[config.mk]
export PLATFORM = sky130hd
export DESIGN_NAME = keyboard_byte_demux_fifo_core
export DESIGN_NICKNAME = d
export VERILOG_FILES = /design/src/hdl/kbdf_pkg.sv /design/src/hdl/kbdf_front.sv /design/src/hdl/kbdf_cmdq.sv /design/src/hdl/kbdf_back.sv /design/src/hdl/keyboard_byte_demux_fifo_core.sv
export SDC_FILE = /design/constraint.sdc
export NUM_CORES = 1
export LEC_CHECK = 0
export BUFFER_PORTS_ARGS = -buffer_cell sky130_fd_sc_hd__buf_2
export CAP_MARGIN = 20
export CORE_ASPECT_RATIO = 0.5
export CORE_MARGIN = 1
export CORE_UTILIZATION = 62
export CTS_CLUSTER_DIAMETER = 120
export DETAILED_ROUTE_END_ITERATION = 10
export PLACE_DENSITY = 0.8
export SKIP_CTS_REPAIR_TIMING = 1
export SLEW_MARGIN = 20
export SYNTH_ARGS = -nofsm -noshare
export SYNTH_HDL_FRONTEND = slang
export SYNTH_SLANG_ARGS = --single-unit
[constraint.sdc]
create_clock -name clk -period 7.7 [get_ports clk]
set_clock_uncertainty 0.15 [all_clocks]
set_input_delay 0.77 -clock clk [delete_from_list [all_inputs] [get_ports clk]]
set_output_delay 0.77 -clock clk [all_outputs]
set_load 0.05 [all_outputs]
[src/hdl/kbdf_pkg.sv]
// kbdf_pkg: shared types, constants and helpers for the keyboard byte demux fifo
`default_nettype none
package kbdf_pkg;

  // fifo sizes and derived widths
  localparam int RAW_DEPTH  = 64;
  localparam int KEY_DEPTH  = 16;
  localparam int CMDQ_DEPTH = 2;
  localparam int RAW_AW     = $clog2(RAW_DEPTH);
  localparam int KEY_AW     = $clog2(KEY_DEPTH);
  localparam int CQ_AW      = $clog2(CMDQ_DEPTH);
  localparam int CQ_CW      = $clog2(CMDQ_DEPTH + 1);
  localparam int COUNT_W    = 8;

  // operation codes on in_op
  localparam logic [1:0] OP_SAMPLE = 2'd0;
  localparam logic [1:0] OP_PUMP   = 2'd1;
  localparam logic [1:0] OP_POP    = 2'd2;

  // configuration register indexes
  localparam logic [1:0] CFG_WINDOW_MASK  = 2'd0;
  localparam logic [1:0] CFG_WINDOW_VALUE = 2'd1;
  localparam logic [1:0] CFG_ESC_AUTO     = 2'd2;
  localparam logic [1:0] CFG_ESC_TIMEOUT  = 2'd3;

  // register reset values
  localparam logic [15:0] WINDOW_MASK_RST  = 16'hFF00;
  localparam logic [15:0] WINDOW_VALUE_RST = 16'h0000;
  localparam logic        ESC_AUTO_RST     = 1'b1;
  localparam logic [31:0] ESC_TIMEOUT_RST  = 32'd200000;

  // byte classes
  localparam logic [6:0] ESC_CODE     = 7'h01;
  localparam logic [7:0] RELEASE_BASE = 8'h80;
  localparam logic [7:0] HEADER_BASE  = 8'hF2;

  typedef enum logic [1:0] {
    CMD_STATUS,
    CMD_PUSH,
    CMD_PUMP,
    CMD_POP
  } cmd_kind_t;

  typedef struct packed {
    cmd_kind_t   kind;
    logic [7:0]  data;
    logic [31:0] now;
  } cmd_t;

  typedef struct packed {
    logic        we;
    logic [1:0]  index;
    logic [31:0] wdata;
  } cfg_wr_t;

  function automatic logic [RAW_AW-1:0] raw_adv(input logic [RAW_AW-1:0] p);
    return (p == RAW_AW'(RAW_DEPTH - 1)) ? '0 : p + 1'b1;
  endfunction

  function automatic logic [KEY_AW-1:0] key_adv(input logic [KEY_AW-1:0] p);
    return (p == KEY_AW'(KEY_DEPTH - 1)) ? '0 : p + 1'b1;
  endfunction

  function automatic logic [COUNT_W-1:0] raw_cnt(input logic [RAW_AW-1:0] h,
                                                 input logic [RAW_AW-1:0] t);
    logic [RAW_AW:0] d;
    if (h >= t) begin
      d = {1'b0, h} - {1'b0, t};
    end else begin
      d = {1'b0, h} + (RAW_AW + 1)'(RAW_DEPTH) - {1'b0, t};
    end
    return COUNT_W'(d);
  endfunction

endpackage
`default_nettype wire

[src/hdl/kbdf_front.sv]
// kbdf_front: accepts input words, holds the address window and classifies each word
`default_nettype none
module kbdf_front (
  input  wire logic           clk,
  input  wire logic           rst_n,
  input  wire kbdf_pkg::cfg_wr_t cfg,
  input  wire logic           in_valid,
  output logic                in_stall,
  input  wire logic [1:0]     in_op,
  input  wire logic [15:0]    in_addr_sample,
  input  wire logic [31:0]    in_now_us,
  output logic                q_push,
  output kbdf_pkg::cmd_t      q_cmd,
  input  wire logic           q_full
);
  import kbdf_pkg::*;

  logic [15:0] window_mask_r;
  logic [15:0] window_value_r;
  logic        hit;

  always_ff @(posedge clk) begin
    if (!rst_n) begin
      window_mask_r  <= WINDOW_MASK_RST;
      window_value_r <= WINDOW_VALUE_RST;
    end else if (cfg.we) begin
      if (cfg.index == CFG_WINDOW_MASK)  window_mask_r  <= cfg.wdata[15:0];
      if (cfg.index == CFG_WINDOW_VALUE) window_value_r <= cfg.wdata[15:0];
    end
  end

  assign hit = (in_addr_sample & window_mask_r) == window_value_r;

  always_comb begin
    q_cmd.data = in_addr_sample[7:0];
    q_cmd.now  = in_now_us;
    unique case (in_op)
      OP_SAMPLE: q_cmd.kind = hit ? CMD_PUSH : CMD_STATUS;
      OP_PUMP:   q_cmd.kind = CMD_PUMP;
      OP_POP:    q_cmd.kind = CMD_POP;
      default:   q_cmd.kind = CMD_STATUS;
    endcase
  end

  assign in_stall = q_full;
  assign q_push   = in_valid && !q_full;

endmodule
`default_nettype wire

[src/hdl/kbdf_cmdq.sv]
// kbdf_cmdq: short command queue between the front and back parts
`default_nettype none
module kbdf_cmdq (
  input  wire logic           clk,
  input  wire logic           rst_n,
  input  wire logic           push,
  input  wire kbdf_pkg::cmd_t push_cmd,
  output logic                full,
  input  wire logic           pop,
  output logic                valid,
  output kbdf_pkg::cmd_t      head_cmd
);
  import kbdf_pkg::*;

  cmd_t             q_mem [CMDQ_DEPTH];
  logic [CQ_AW-1:0] wr_ptr_r;
  logic [CQ_AW-1:0] rd_ptr_r;
  logic [CQ_CW-1:0] count_r;
  logic             do_push;
  logic             do_pop;

  assign full     = count_r == CQ_CW'(CMDQ_DEPTH);
  assign valid    = count_r != '0;
  assign head_cmd = q_mem[rd_ptr_r];
  assign do_push  = push && !full;
  assign do_pop   = pop && valid;

  always_ff @(posedge clk) begin
    if (do_push) q_mem[wr_ptr_r] <= push_cmd;
  end

  always_ff @(posedge clk) begin
    if (!rst_n) begin
      wr_ptr_r <= '0;
      rd_ptr_r <= '0;
      count_r  <= '0;
    end else begin
      if (do_push) begin
        wr_ptr_r <= (wr_ptr_r == CQ_AW'(CMDQ_DEPTH - 1)) ? '0 : wr_ptr_r + 1'b1;
      end
      if (do_pop) begin
        rd_ptr_r <= (rd_ptr_r == CQ_AW'(CMDQ_DEPTH - 1)) ? '0 : rd_ptr_r + 1'b1;
      end
      if (do_push && !do_pop) begin
        count_r <= count_r + 1'b1;
      end else if (do_pop && !do_push) begin
        count_r <= count_r - 1'b1;
      end
    end
  end

endmodule
`default_nettype wire

[src/hdl/kbdf_back.sv]
// kbdf_back: executes commands on the raw and key fifos and drives the result word
`default_nettype none
module kbdf_back (
  input  wire logic           clk,
  input  wire logic           rst_n,
  input  wire kbdf_pkg::cfg_wr_t cfg,
  input  wire logic           q_valid,
  input  wire kbdf_pkg::cmd_t q_cmd,
  output logic                q_pop,
  output logic                out_valid,
  input  wire logic           out_stall,
  output logic                out_key_valid,
  output logic [6:0]          out_key_scancode,
  output logic                out_key_press,
  output logic                out_exit_request,
  output logic                out_sample_dropped,
  output logic [7:0]          out_raw_count,
  output logic [31:0]         out_dropped_count
);
  import kbdf_pkg::*;

  typedef enum logic [1:0] {
    S_IDLE,
    S_PUMP_RD,
    S_PUMP_PROC
  } state_t;

  state_t state_r;

  logic              esc_auto_r;
  logic [31:0]       esc_timeout_r;

  logic [7:0]        raw_mem [RAW_DEPTH];
  logic [7:0]        raw_rd_r;
  logic [RAW_AW-1:0] raw_head_r;
  logic [RAW_AW-1:0] raw_tail_r;
  logic [31:0]       drop_cnt_r;

  logic [7:0]        key_mem [KEY_DEPTH];
  logic [KEY_AW-1:0] key_head_r;
  logic [KEY_AW-1:0] key_tail_r;

  logic [31:0]       esc_time_r;
  logic [31:0]       now_r;
  logic              exit_acc_r;

  logic              out_valid_r;
  logic              out_key_valid_r;
  logic [6:0]        out_code_r;
  logic              out_press_r;
  logic              out_exit_r;
  logic              out_drop_r;
  logic [COUNT_W-1:0] out_count_r;
  logic [31:0]       out_dcnt_r;

  logic              free;
  logic              take;
  logic              out_load;
  logic [RAW_AW-1:0] raw_hd_nxt;
  logic              raw_full;
  logic              raw_wr_en;
  logic              raw_rd_en;
  logic              ev_press;
  logic              ev_release;
  logic [6:0]        ev_code;
  logic              ev_valid;
  logic [KEY_AW-1:0] key_hd_nxt;
  logic              key_full;
  logic              key_wr_en;
  logic              key_empty;
  logic [7:0]        key_rd;
  logic [31:0]       elapsed;
  logic              esc_ev;
  logic              esc_hit;

  always_ff @(posedge clk) begin
    if (!rst_n) begin
      esc_auto_r    <= ESC_AUTO_RST;
      esc_timeout_r <= ESC_TIMEOUT_RST;
    end else if (cfg.we) begin
      if (cfg.index == CFG_ESC_AUTO)    esc_auto_r    <= cfg.wdata[0];
      if (cfg.index == CFG_ESC_TIMEOUT) esc_timeout_r <= cfg.wdata;
    end
  end

  assign free       = !out_valid_r || !out_stall;
  assign take       = (state_r == S_IDLE) && q_valid && free;
  assign q_pop      = take;

  assign raw_hd_nxt = raw_adv(raw_head_r);
  assign raw_full   = raw_hd_nxt == raw_tail_r;
  assign raw_wr_en  = take && (q_cmd.kind == CMD_PUSH) && !raw_full;
  assign raw_rd_en  = (state_r == S_PUMP_RD) && (raw_tail_r != raw_head_r);

  // a result word is loaded on a non-pump command or when a pump finds the raw fifo empty
  assign out_load   = (take && (q_cmd.kind != CMD_PUMP))
                      || ((state_r == S_PUMP_RD) && !raw_rd_en && free);

  // decode of the byte read back from the raw fifo
  assign ev_press   = raw_rd_r < RELEASE_BASE;
  assign ev_release = !ev_press && (raw_rd_r < HEADER_BASE);
  assign ev_code    = raw_rd_r[6:0];
  assign ev_valid   = (state_r == S_PUMP_PROC) && (ev_press || ev_release) && (ev_code != '0);

  assign key_hd_nxt = key_adv(key_head_r);
  assign key_full   = key_hd_nxt == key_tail_r;
  assign key_wr_en  = ev_valid && !key_full;
  assign key_empty  = key_head_r == key_tail_r;
  assign key_rd     = key_mem[key_tail_r];

  // modular elapsed time since the pending escape press
  assign elapsed    = now_r - esc_time_r;
  assign esc_ev     = ev_valid && (ev_code == ESC_CODE);
  assign esc_hit    = esc_ev && ev_release && esc_auto_r && (esc_time_r != '0)
                      && (elapsed < esc_timeout_r);

  always_ff @(posedge clk) begin
    if (raw_wr_en) raw_mem[raw_head_r] <= q_cmd.data;
    if (raw_rd_en) raw_rd_r <= raw_mem[raw_tail_r];
  end

  always_ff @(posedge clk) begin
    if (key_wr_en) key_mem[key_head_r] <= {ev_press, ev_code};
  end

  always_ff @(posedge clk) begin
    if (!rst_n) begin
      state_r     <= S_IDLE;
      raw_head_r  <= '0;
      raw_tail_r  <= '0;
      drop_cnt_r  <= '0;
      key_head_r  <= '0;
      key_tail_r  <= '0;
      esc_time_r  <= '0;
      exit_acc_r  <= 1'b0;
      out_valid_r <= 1'b0;
    end else begin
      if (out_load) begin
        out_valid_r <= 1'b1;
      end else if (out_valid_r && !out_stall) begin
        out_valid_r <= 1'b0;
      end
      unique case (state_r)
        S_IDLE: begin
          if (take) begin
            unique case (q_cmd.kind)
              CMD_STATUS: begin
                out_key_valid_r <= 1'b0;
                out_code_r      <= '0;
                out_press_r     <= 1'b0;
                out_exit_r      <= 1'b0;
                out_drop_r      <= 1'b0;
                out_count_r     <= raw_cnt(raw_head_r, raw_tail_r);
                out_dcnt_r      <= drop_cnt_r;
              end
              CMD_PUSH: begin
                out_key_valid_r <= 1'b0;
                out_code_r      <= '0;
                out_press_r     <= 1'b0;
                out_exit_r      <= 1'b0;
                out_drop_r      <= raw_full;
                if (raw_full) begin
                  drop_cnt_r  <= drop_cnt_r + 1'b1;
                  out_dcnt_r  <= drop_cnt_r + 1'b1;
                  out_count_r <= raw_cnt(raw_head_r, raw_tail_r);
                end else begin
                  raw_head_r  <= raw_hd_nxt;
                  out_dcnt_r  <= drop_cnt_r;
                  out_count_r <= raw_cnt(raw_hd_nxt, raw_tail_r);
                end
              end
              CMD_POP: begin
                if (!key_empty) key_tail_r <= key_adv(key_tail_r);
                out_key_valid_r <= !key_empty;
                out_code_r      <= key_empty ? 7'd0 : key_rd[6:0];
                out_press_r     <= !key_empty && key_rd[7];
                out_exit_r      <= 1'b0;
                out_drop_r      <= 1'b0;
                out_count_r     <= raw_cnt(raw_head_r, raw_tail_r);
                out_dcnt_r      <= drop_cnt_r;
              end
              CMD_PUMP: begin
                now_r      <= q_cmd.now;
                exit_acc_r <= 1'b0;
                state_r    <= S_PUMP_RD;
              end
              default: ;
            endcase
          end
        end
        S_PUMP_RD: begin
          if (raw_rd_en) begin
            raw_tail_r <= raw_adv(raw_tail_r);
            state_r    <= S_PUMP_PROC;
          end else if (free) begin
            out_key_valid_r <= 1'b0;
            out_code_r      <= '0;
            out_press_r     <= 1'b0;
            out_exit_r      <= exit_acc_r;
            out_drop_r      <= 1'b0;
            out_count_r     <= raw_cnt(raw_head_r, raw_tail_r);
            out_dcnt_r      <= drop_cnt_r;
            state_r         <= S_IDLE;
          end
        end
        S_PUMP_PROC: begin
          if (key_wr_en) key_head_r <= key_hd_nxt;
          if (esc_ev) begin
            // a press at time zero is kept as one so it stays pending
            if (ev_press) begin
              esc_time_r <= (now_r == '0) ? 32'd1 : now_r;
            end else begin
              esc_time_r <= '0;
            end
          end
          if (esc_hit) exit_acc_r <= 1'b1;
          state_r <= S_PUMP_RD;
        end
        default: state_r <= S_IDLE;
      endcase
    end
  end

  assign out_valid          = out_valid_r;
  assign out_key_valid      = out_key_valid_r;
  assign out_key_scancode   = out_code_r;
  assign out_key_press      = out_press_r;
  assign out_exit_request   = out_exit_r;
  assign out_sample_dropped = out_drop_r;
  assign out_raw_count      = out_count_r;
  assign out_dropped_count  = out_dcnt_r;

endmodule
`default_nettype wire

[src/hdl/keyboard_byte_demux_fifo_core.sv]
// keyboard_byte_demux_fifo_core: top level of the keyboard byte demux with raw and key fifos
//
// Each input word carries one operation (bus sample, pump, pop, or no operation) and
// yields exactly one result word, in order. The front classifies words against the
// address window and takes one word per cycle while its two-entry command queue has
// room; the back executes them. A sample, pop or no-operation word is handled in the
// back's idle state, so those run at one word per cycle while no pump is busy and the
// result is not stalled. A pump takes one back step to take it, a read and a decode step
// per byte drained, because each byte goes through the registered read port
// of the raw byte memory before it is decoded into the key fifo, and one more to find
// the fifo empty. Both byte stores start undefined and need no clearing pass after reset.
// Configuration writes are taken at any cycle but must only be issued while idle.
`default_nettype none
module keyboard_byte_demux_fifo_core (
  input  wire logic        clk,
  input  wire logic        rst_n,
  input  wire logic        cfg_we,
  input  wire logic [1:0]  cfg_index,
  input  wire logic [31:0] cfg_wdata,
  input  wire logic        in_valid,
  output logic             in_stall,
  input  wire logic [1:0]  in_op,
  input  wire logic [15:0] in_addr_sample,
  input  wire logic [31:0] in_now_us,
  output logic             out_valid,
  input  wire logic        out_stall,
  output logic             out_key_valid,
  output logic [6:0]       out_key_scancode,
  output logic             out_key_press,
  output logic             out_exit_request,
  output logic             out_sample_dropped,
  output logic [7:0]       out_raw_count,
  output logic [31:0]      out_dropped_count
);
  import kbdf_pkg::*;

  cfg_wr_t cfg;
  logic    q_push;
  cmd_t    q_push_cmd;
  logic    q_full;
  logic    q_pop;
  logic    q_valid;
  cmd_t    q_head_cmd;

  assign cfg.we    = cfg_we;
  assign cfg.index = cfg_index;
  assign cfg.wdata = cfg_wdata;

  kbdf_front u_front (
    .clk            (clk),
    .rst_n          (rst_n),
    .cfg            (cfg),
    .in_valid       (in_valid),
    .in_stall       (in_stall),
    .in_op          (in_op),
    .in_addr_sample (in_addr_sample),
    .in_now_us      (in_now_us),
    .q_push         (q_push),
    .q_cmd          (q_push_cmd),
    .q_full         (q_full)
  );

  kbdf_cmdq u_cmdq (
    .clk      (clk),
    .rst_n    (rst_n),
    .push     (q_push),
    .push_cmd (q_push_cmd),
    .full     (q_full),
    .pop      (q_pop),
    .valid    (q_valid),
    .head_cmd (q_head_cmd)
  );

  kbdf_back u_back (
    .clk                (clk),
    .rst_n              (rst_n),
    .cfg                (cfg),
    .q_valid            (q_valid),
    .q_cmd              (q_head_cmd),
    .q_pop              (q_pop),
    .out_valid          (out_valid),
    .out_stall          (out_stall),
    .out_key_valid      (out_key_valid),
    .out_key_scancode   (out_key_scancode),
    .out_key_press      (out_key_press),
    .out_exit_request   (out_exit_request),
    .out_sample_dropped (out_sample_dropped),
    .out_raw_count      (out_raw_count),
    .out_dropped_count  (out_dropped_count)
  );

endmodule
`default_nettype wire

==> results of run 1 <==
[sequential cells by signal, summed over array words and instances, names as in the netlist, 2 cells and up, named ones only]
name / flops
u_back.out_key_scancode: 7
u_back.esc_time_r: 32
u_back.key_mem: 128
u_back.esc_timeout_r: 32
u_back.raw_rd_r: 8
u_back.now_r: 32
u_cmdq.q_mem: 84
u_back.key_tail_r: 4
u_back.raw_mem: 512
u_front.window_value_r: 16
u_back.drop_cnt_r: 32
u_back.key_head_r: 4
u_back.raw_head_r: 6
u_back.state_r: 2
u_back.raw_tail_r: 6
u_back.out_raw_count: 7
u_front.window_mask_r: 16
u_cmdq.count_r: 2
u_back.out_dropped_count: 32
[cell usage after synthesis, types with 4 or more instances]
cell / number / area [µm²]
buf_1: 16 / 60.1
buf_4: 10 / 75.1
nand3b_1: 4 / 30.0
nand2_1: 230 / 863
and2_1: 48 / 300
nor3b_1: 35 / 263
buf_2: 11 / 55.1
nand2b_1: 13 / 81.3
edfxtp_1: 814 / 24400
ha_1: 88 / 1100
or3_1: 13 / 81.3
dfxtp_1: 162 / 3240
a21o_1: 18 / 135
mux4_2: 200 / 4500
o31ai_1: 7 / 52.6
clkbuf_1: 91 / 342
mux2i_1: 16 / 160
xnor2_1: 74 / 648
nor4_1: 20 / 125
a21boi_0: 62 / 465
a21oi_1: 80 / 400
nand4_1: 25 / 156
a211oi_1: 21 / 158
o21ai_0: 47 / 235
nor2b_1: 57 / 357
inv_1: 93 / 349
a31oi_1: 8 / 50.1
nor2_1: 148 / 556
o211ai_1: 12 / 90.1
nand3_1: 51 / 255
and4_1: 6 / 52.6
nor3_1: 17 / 85.1
xor2_1: 50 / 438
o21bai_1: 4 / 30.0
mux2_2: 42 / 473
and3_1: 14 / 87.6
o21a_1: 5 / 37.5
[final timing paths]
check | from | cells past startpoint | to | slack [ns]
max | u_back.raw_head_r[3] | 8 | u_back.raw_mem[23][2] | 3.03
min | in_now_us[5] | 1 | u_cmdq.q_mem[1][5] | 0.17
max reg2reg | u_back.raw_head_r[3] | 8 | u_back.raw_mem[23][2] | 3.03
min reg2reg | u_back.esc_timeout_r[20] | 2 | u_back.esc_timeout_r[20] | 0.31
[final cells by class]
type,count,area [µm²]
Clock inverter,33,403
Fill cell,4120,19900
Clock buffer,114,2230
Sequential cell,976,27700
Multi-Input combinational cell,1460,12700
Timing Repair Buffer,173,963
Antenna cell,6,15.0
Tap cell,884,1110
Inverter,95,357
[cell families after synthesis]
group,Yosys count,synth area share
mux,258,0.124
xor+xnor,124,0.0263
buf+inv,223,0.0215
simple gates,696,0.0828
flops,976,0.671
compound gates,290,0.0457
fa+ha+maj,91,0.0281
other cells,1,0.0000909
[per-layer routing]
layer / wire, µm / part of all wire
met2: 44000 / 0.47
met5: 13 / 0.00014
met4: 3740 / 0.040
met1: 37800 / 0.41
met3: 7700 / 0.083
[where the power goes]
group	switching [µW]	internal (µW)
Clock	1860	2330
Combinational	1240	513
Sequential	122	6250
Total	3220	9100
[cell usage in the layout, fill, tap and decap left out, types with 16 or more instances in the layout]
cell         n
nand3_1     50
a21o_1      18
a211oi_1    21
clkbuf_1    26
nand4_1     25
buf_2      139
nor2_1     147
mux4_2     200
nor4_1      20
nand2_1    230
dfxtp_1    158
a21boi_0    62
and2_1      48
xnor2_1     74
a21oi_1     80
nor3b_1     33
o21ai_0     47
edfxtp_1   814
ha_1        88
inv_1       93
mux2i_1     16
nor3_1      17
xor2_1      50
nor2b_1     57
buf_4       33
mux2_2      42
clkbuf_16   82
[metrics by stage]
| stage | utilization | power [µW] | instance area (µm²) | cells |
|---|---|---|---|---|
| after floorplan | - | 7600 | 41300 | 2659 |
| after global placement | 0.655 | 8170 | 42800 | 3588 |
| after detailed placement | 0.655 | 8220 | 42800 | 3588 |
| after CTS | 0.695 | 12300 | 45500 | 3735 |
| after global routing | 0.695 | 12700 | 45500 | 3741 |
| final | 0.695 | 12300 | 45500 | 3741 |
==> reports/qor.yml, run 1 <==
critical_path:
  crit_buf_inv: 0
  timing.critical_path.mode_cell: "nor2_1"
  start_kind: "flop"
  critPathCaptureType: "flop"
  slowest_delay_ns: 0.88
  required_ns: 7.82
  slowest_stage: "nor2_1"
  cp.arrival_ns: 4.78
  worstPathCellList: "nand3b_1 > o21ai_0 > ha_1 > nand2_1 > nor3_1 > nor2_1 > nand4_1 > nor2_1"
  worst_path_dominant_cell_family: "simple AND/OR/NAND/NOR gates"
  crit_fanout: 16
  criticalPathCategory: "flop to flop"
cts:
  clock_path_buffers: 3
  clock_sinks: 976
  clkLatencyLatePin_ns: 0.65
  cts_tree: "yes"
  path_clk_slew_ns: 0.07
  cts_made_buffers: 81
  root_buffer: "clkbuf_16"
  htreeDepth: 3
floorplanning:
  die_w_um: 367
  die_area_um2: 67700
  core_um2: 65400
  start_util: 0.631
  die_h_um: 184
  pin_count: 142
  rows: 66
sta:
  whs_ns: 0.173
  timing.fmax_mhz: 214
  slew_violations: 0
  setup_viol: 0
  relSlewSlack: 0.273
  hold_viol: 0
  worst_slack_ns: 3.03
  rsz0062_at_grt: "no"
  final.min_clock_period_ns: 4.67
  max_slew.worst_pin.slew_ns: 1.09
  fin_setup_tns_ns: 0
  fin_crit_sh: 0.606
yosys:
  synth.distinct_cells: 68
  synth_ff_type: "edfxtp_1"
  syn_avg_cell_area_um2: 15.5
  synth_edf_count: 814
  synth_warnings: 0
  yosys_register_bits: 976
  synth_nets: 2839
  syn_area_um2: 41300
  seq_area_frac_synth: 0.671
  async_reset_ff_frac: 0
  postSynthCellCount: 2659
cells_and_area:
  nNetsFinal: 2967
  synthToLayoutAreaGrowth_pct: 10.2
  drive_above_1_share: 0.192
placed_design:
  dp.final_hpwl_mm: 58.2
  pre_cts_slack_ns: 3.13
  io_buffers: 140
  finalWeightedCongestion: 0.907
global_routing:
  grt_max_degree: 90
  overflow: 0
  grt_pass1_wl_mm: 142
  antenna_found_initial: 7
  globalRouteMet3Util: 0.0496
  grtUsageMet1: 0.393
  use_met2: 0.442
  grt_usage: 0.280
  first_global_vias: 23400
  busiest_layer: "met2"
detailed_routing:
  drc_errors: 0
  avgViaCountPerCell: 6.31
  wl_per_cell_um: 24.9
  drt-initial-drc-count: 2619
  vias: 23600
  wl_mm: 93.3
  ant_nets: 0
  drtPass1Iterations: 8
flow_run:
  cap_violations: 0
hold_path:
  hp-class: "input port to flop"
power:
  power-per-cell-area_nw_per_um2: 271
  ir_worst_vdd_uv: 171
  p_leak_uw: 0.0148
run_status:
  status: "finished, final reports clean"
Note: power is estimated with default switching activity, not from simulation.
==> inputs of run 2 (changes only) <==
--- a/config.mk
+++ b/config.mk
@@ -9,10 +9,10 @@
 export CAP_MARGIN = 20
 export CORE_ASPECT_RATIO = 0.5
 export CORE_MARGIN = 1
-export CORE_UTILIZATION = 62
+export CORE_UTILIZATION = 56
 export CTS_CLUSTER_DIAMETER = 120
 export DETAILED_ROUTE_END_ITERATION = 10
-export PLACE_DENSITY = 0.8
+export PLACE_DENSITY = 0.76
 export SKIP_CTS_REPAIR_TIMING = 1
 export SLEW_MARGIN = 20
 export SYNTH_ARGS = -nofsm -noshare
==> constraint.sdc (replaced) <==
create_clock -name clk -period 4.2 [get_ports clk]
set_clock_uncertainty 0.15 [all_clocks]
set_input_delay 0.42 -clock clk [delete_from_list [all_inputs] [get_ports clk]]
set_output_delay 0.42 -clock clk [all_outputs]
set_load 0.05 [all_outputs]
==> run 2 against run 1 <==
Compared with the run above:
- first-iteration DRC count shrank 13%
- non-clock buffer count grew 135
- die area grew 11%
- sequential power grew 84%
- routed wire length shrank 1.1%
- combinational power grew 93%
- utilization shrank 4.3 points
- flip-flop and latch count is the same
- critical path type unchanged
- largest cell class unchanged
- largest power group unchanged
==> reports/qor.yml, run 2 (synthesis gave the netlist of run 1 again) <==
run_status:
  status: "finished, final reports clean"
sta:
  max_slew.worst_pin.slew_ns: 1.15
  slew_violations: 0
  relSlewSlack: 0.230
  timing.fmax_mhz: 245
  final.min_clock_period_ns: 4.08
  setup_viol: 0
  hold_viol: 0
  fin_crit_sh: 0.972
  worst_slack_ns: 0.117
  rsz0062_at_grt: "yes"
cells_and_area:
  drive_above_1_share: 0.209
  nFillCells: 4878
  top_regs: "u_back.raw_mem: 512 flops, u_back.key_mem: 128 flops, u_cmdq.q_mem: 84 flops"
  final_common_cell: "edfxtp_1"
  top_register: "u_back.raw_mem"
  postLayoutCoreUtil: 0.653
  largest_register_ffs: 512
  synthToLayoutAreaGrowth_pct: 13.7
  layout_common_cells: "edfxtp_1, nand2_1, mux4_2"
  nNetsFinal: 3103
global_routing:
  use_met2: 0.383
  grt_usage: 0.248
  overflow: 0
  grt_pass1_wl_mm: 140
  busiest_layer: "met2"
  grtUsageMet1: 0.352
  first_global_vias: 23100
  globalRouteMet3Util: 0.0610
  antenna_found_initial: 2
  grt_max_degree: 135
detailed_routing:
  drt-initial-drc-count: 2268
  ant_nets: 0
  vias: 23500
  wl_per_cell_um: 23.4
  drc_errors: 0
  wl_mm: 92.3
  avgViaCountPerCell: 5.96
  drtPass1Iterations: 5
placed_design:
  finalWeightedCongestion: 0.925
  pre_cts_slack_ns: -0.177
  dp.final_hpwl_mm: 58.5
  io_buffers: 140
critical_path:
  critPathCaptureType: "flop"
  slowest_delay_ns: 0.41
  required_ns: 4.61
  worstPathCellList: "inv_2 > ha_2 > inv_1 > fa_2 > a211oi_2 > o21bai_2 > a211oi_2 > buf_4 > or4_4 > a31oi_4 > a21o_1 > a211o_1 > xor2_1 > ha_1 > nand4_1 > nor2_2 > and2_4 > o211ai_1 > a31oi_1 > o21ai_1"
  crit_buf_inv: 3
  start_kind: "flop"
  crit_start: "u_back.now_r[0]"
  worst_path_dominant_cell_family: "compound AO/OA/AOI/OAI gates"
  crit_fanout: 2
  slowest_stage: "edfxtp_1"
  criticalPathCategory: "flop to flop"
  timing.critical_path.mode_cell: "a211oi_2"
  cp.arrival_ns: 4.50
  reg2reg_from: "u_back.now_r[0]"
floorplanning:
  core_um2: 71900
  pin_count: 142
  die_area_um2: 74800
  die_w_um: 386
  start_util: 0.574
  rows: 69
  die_h_um: 194
cts:
  clkLatencyLatePin_ns: 0.67
  path_clk_slew_ns: 0.07
  cts_made_buffers: 82
  clock_sinks: 976
  clock_path_buffers: 3
  cts_tree: "yes"
  root_buffer: "clkbuf_16"
  htreeDepth: 3
flow_run:
  cap_violations: 0
hold_path:
  hp-class: "input port to flop"
  hp-start: "in_op[0]"
power:
  power-per-cell-area_nw_per_um2: 483
  ir_worst_vdd_uv: 335
  p_leak_uw: 0.0154
## run 2: power breakdown
part / leakage [µW] / switching [µW] / total, µW / internal (µW)
logic: 0.00549 / 2320 / 3380 / 1060
clock network: 0.00127 / 3450 / 7620 / 4170
registers: 0.00869 / 197 / 11700 / 11500
## run 2: path summary, 6_finish.rpt
kind,slack (ns),depth (start not counted),endpoint
worst max-delay path,0.12,20,u_back.exit_acc_r
worst min-delay path,0.05,3,u_cmdq.q_mem[1][41]
worst max register to register,0.12,20,u_back.exit_acc_r
worst min register to register,0.32,2,u_back.esc_timeout_r[20]
## run 2: through the flow
step | cells | cell area [µm²] | total power, µW | hold slack, ns | TNS, ns
4_1_cts | 3868 | 46000 | 22700 | -0.261 | -0.274
2_1_floorplan | 2659 | 41300 | 13900 | 0.285 | 0
3_3_place_gp | 3718 | 43400 | 15000 | 0.300 | -0.0933
3_5_place_dp | 3718 | 43400 | 15100 | 0.305 | -0.177
5_1_grt | 3949 | 46900 | 23400 | 0.0178 | -0.0974
6_report | 3950 | 46900 | 22700 | 0.0493 | 0
## run 2: per-layer routing
| layer | up-vias | part of all wire |
|---|---|---|
| met2 | 916 | 0.47 |
| met5 | - | 0 |
| met3 | 143 | 0.085 |
| met4 | 0 | 0.024 |
| met1 | 11900 | 0.42 |
| li1 | 10600 | - |
## run 2: final cells by class
cell class | instances | area (µm²) | share of cell area
multi-input cells | 1460 | 12800 | 0.274
repair buffers | 308 | 2190 | 0.0466
inverters | 95 | 357 | 0.00760
diodes | 3 | 7.51 | 0.000160
well taps | 958 | 1200 | 0.0255
clock buffers | 108 | 2210 | 0.0472
clock inverters | 42 | 427 | 0.00909
flip-flops and latches | 976 | 27700 | 0.590
## run 2: worst register-to-register path: stages (launching register included)
cell and delay (ns):
edfxtp_1 0.41, inv_2 0.09, ha_2 0.17, inv_1 0.05, fa_2 0.35, a211oi_2 0.28
o21bai_2 0.11, a211oi_2 0.23, buf_4 0.14, or4_4 0.13, a31oi_4 0.09, a21o_1 0.19
a211o_1 0.30, xor2_1 0.15, ha_1 0.29, nand4_1 0.13, nor2_2 0.19, and2_4 0.18
o211ai_1 0.09, a31oi_1 0.18, o21ai_1 0.08
==> inputs of run 3 (changes only) <==
--- a/config.mk
+++ b/config.mk
@@ -5,7 +5,7 @@
 export SDC_FILE = /design/constraint.sdc
 export NUM_CORES = 1
 export LEC_CHECK = 0
-export BUFFER_PORTS_ARGS = -buffer_cell sky130_fd_sc_hd__buf_2
+export BUFFER_PORTS_ARGS = -buffer_cell sky130_fd_sc_hd__buf_4
 export CAP_MARGIN = 20
 export CORE_ASPECT_RATIO = 0.5
 export CORE_MARGIN = 1
==> run 3 against run 2 <==
Compared with the run above:
- utilization grew 1.0 points
- routed wire length rose by 0.54%
- critical endpoint is now u_back.out_dropped_count[26]
- maximum frequency grew 1.5%
==> reports/qor.yml, run 3 (synthesis gave the netlist of run 1 again) <==
detailed_routing:
  avgViaCountPerCell: 5.96
  ant_nets: 0
  wl_per_cell_um: 23.3
  drtPass1Iterations: 5
  drt-initial-drc-count: 2381
  drc_errors: 0
  wl_mm: 92.8
  vias: 23700
floorplanning:
  rows: 69
  die_area_um2: 74800
  pin_count: 142
  start_util: 0.574
  die_h_um: 194
  die_w_um: 386
  core_um2: 71900
flow_run:
  cap_violations: 0
cells_and_area:
  layout_common_cells: "edfxtp_1, buf_4, nand2_1"
  stdcell_area_um2: 47700
  nNetsFinal: 3138
  nFillCells: 4799
  largest_register_ffs: 512
  top_register: "u_back.raw_mem"
  multi_input_area_um2: 12900
  top_regs: "u_back.raw_mem: 512 flops, u_back.key_mem: 128 flops, u_cmdq.q_mem: 84 flops"
  regArea_um2: 27700
  drive_above_1_share: 0.226
  final_common_cell: "edfxtp_1"
  synthToLayoutAreaGrowth_pct: 15.5
global_routing:
  first_global_vias: 23400
  grt_max_degree: 86
  grt_pass1_wl_mm: 140
  antenna_found_initial: 4
  grt_usage: 0.248
  overflow: 0
cts:
  cts_tree: "yes"
  clock_sinks: 976
  clkLatencyLatePin_ns: 0.66
  root_buffer: "clkbuf_16"
  path_clk_slew_ns: 0.07
  cts_made_buffers: 83
  htreeDepth: 3
  clock_path_buffers: 3
run_status:
  status: "finished, final reports clean"
critical_path:
  crit_fanout: 10
  slowest_stage: "dfxtp_1"
  cp.arrival_ns: 4.27
  start_kind: "flop"
  critPathCaptureType: "flop"
  criticalPathCategory: "flop to flop"
  slowest_delay_ns: 0.50
  worstPathCellList: "ha_1 > a22oi_1 > o21ai_0 > o21ai_0 > ha_1 > nand2_1 > nor4_1 > buf_4 > and3_1 > nand3_1 > or2_1 > nor2_1 > nand3_1 > xnor2_1"
  required_ns: 4.45
sta:
  timing.fmax_mhz: 248
  hold_viol: 0
  worst_slack_ns: 0.176
  relSlewSlack: 0.251
  max_slew.worst_pin.slew_ns: 1.12
  fin_crit_sh: 0.958
  fin_setup_tns_ns: 0
  slew_violations: 0
  whs_ns: 0.105
  final.min_clock_period_ns: 4.02
  setup_viol: 0
power:
  p_leak_uw: 0.0158
  ir_worst_vdd_uv: 321
  finalPower_uw: 22900
  power-per-cell-area_nw_per_um2: 481
placed_design:
  place_area_um2: 44000
  finalWeightedCongestion: 0.883
  io_buffers: 140
  dp.final_hpwl_mm: 59.2
  pre_cts_slack_ns: -0.0777
hold_path:
  hp-class: "input port to flop"
run 3: metal layers:
metal | part of all wire | wire [µm] | track usage | vias to the layer above
met5 | 0 | 0 | 0 | -
met4 | 0.022 | 2050 | 0.0627 | 0
met3 | 0.075 | 6950 | 0.0492 | 154
met2 | 0.48 | 44800 | 0.396 | 926
met1 | 0.42 | 39000 | 0.353 | 12000
li1 | - | - | - | 10700
run 3: through the flow:
step,cells,utilization
3_3_place_gp,3754,0.612
5_1_grt,3986,0.663
4_1_cts,3905,0.650
3_5_place_dp,3754,0.612
2_1_floorplan,2659,-
6_report,3987,0.663
run 3: worst paths after layout:
kind,slack (ns),start,cells past startpoint,end
min,0.11,out_stall,4,u_back.out_valid
max,0.18,u_back.raw_head_r[1],14,u_back.out_dropped_count[26]
min reg2reg,0.32,u_back.esc_timeout_r[30],2,u_back.esc_timeout_r[30]
max reg2reg,0.18,u_back.raw_head_r[1],14,u_back.out_dropped_count[26]
run 3: report_power, final:
part	switching (µW)	internal, µW	leakage (µW)	total [µW]
Sequential	198	11500	0.00869	11700
Combinational	2300	1140	0.00580	3440
Clock	3510	4320	0.00133	7830
run 3: final cells by class:
type / count / area share
Inverter: 95 / 0.00748
Multi-Input combinational cell: 1460 / 0.270
Sequential cell: 976 / 0.581
Tap cell: 958 / 0.0251
Antenna cell: 5 / 0.000262
Clock inverter: 51 / 0.0105
Timing Repair Buffer: 342 / 0.0588
Clock buffer: 100 / 0.0469
run 3: critical path: cells and delay by family (launching register included):
family / cells / cell delay (ns)
DFF: 1 / 0.50
AOI/OAI and AO/OA: 3 / 0.52
xor gates and xnor gates: 1 / 0.15
buffers and inverters: 1 / 0.18
adders and majority gates: 2 / 0.76
and+or+nand+nor: 7 / 1.49
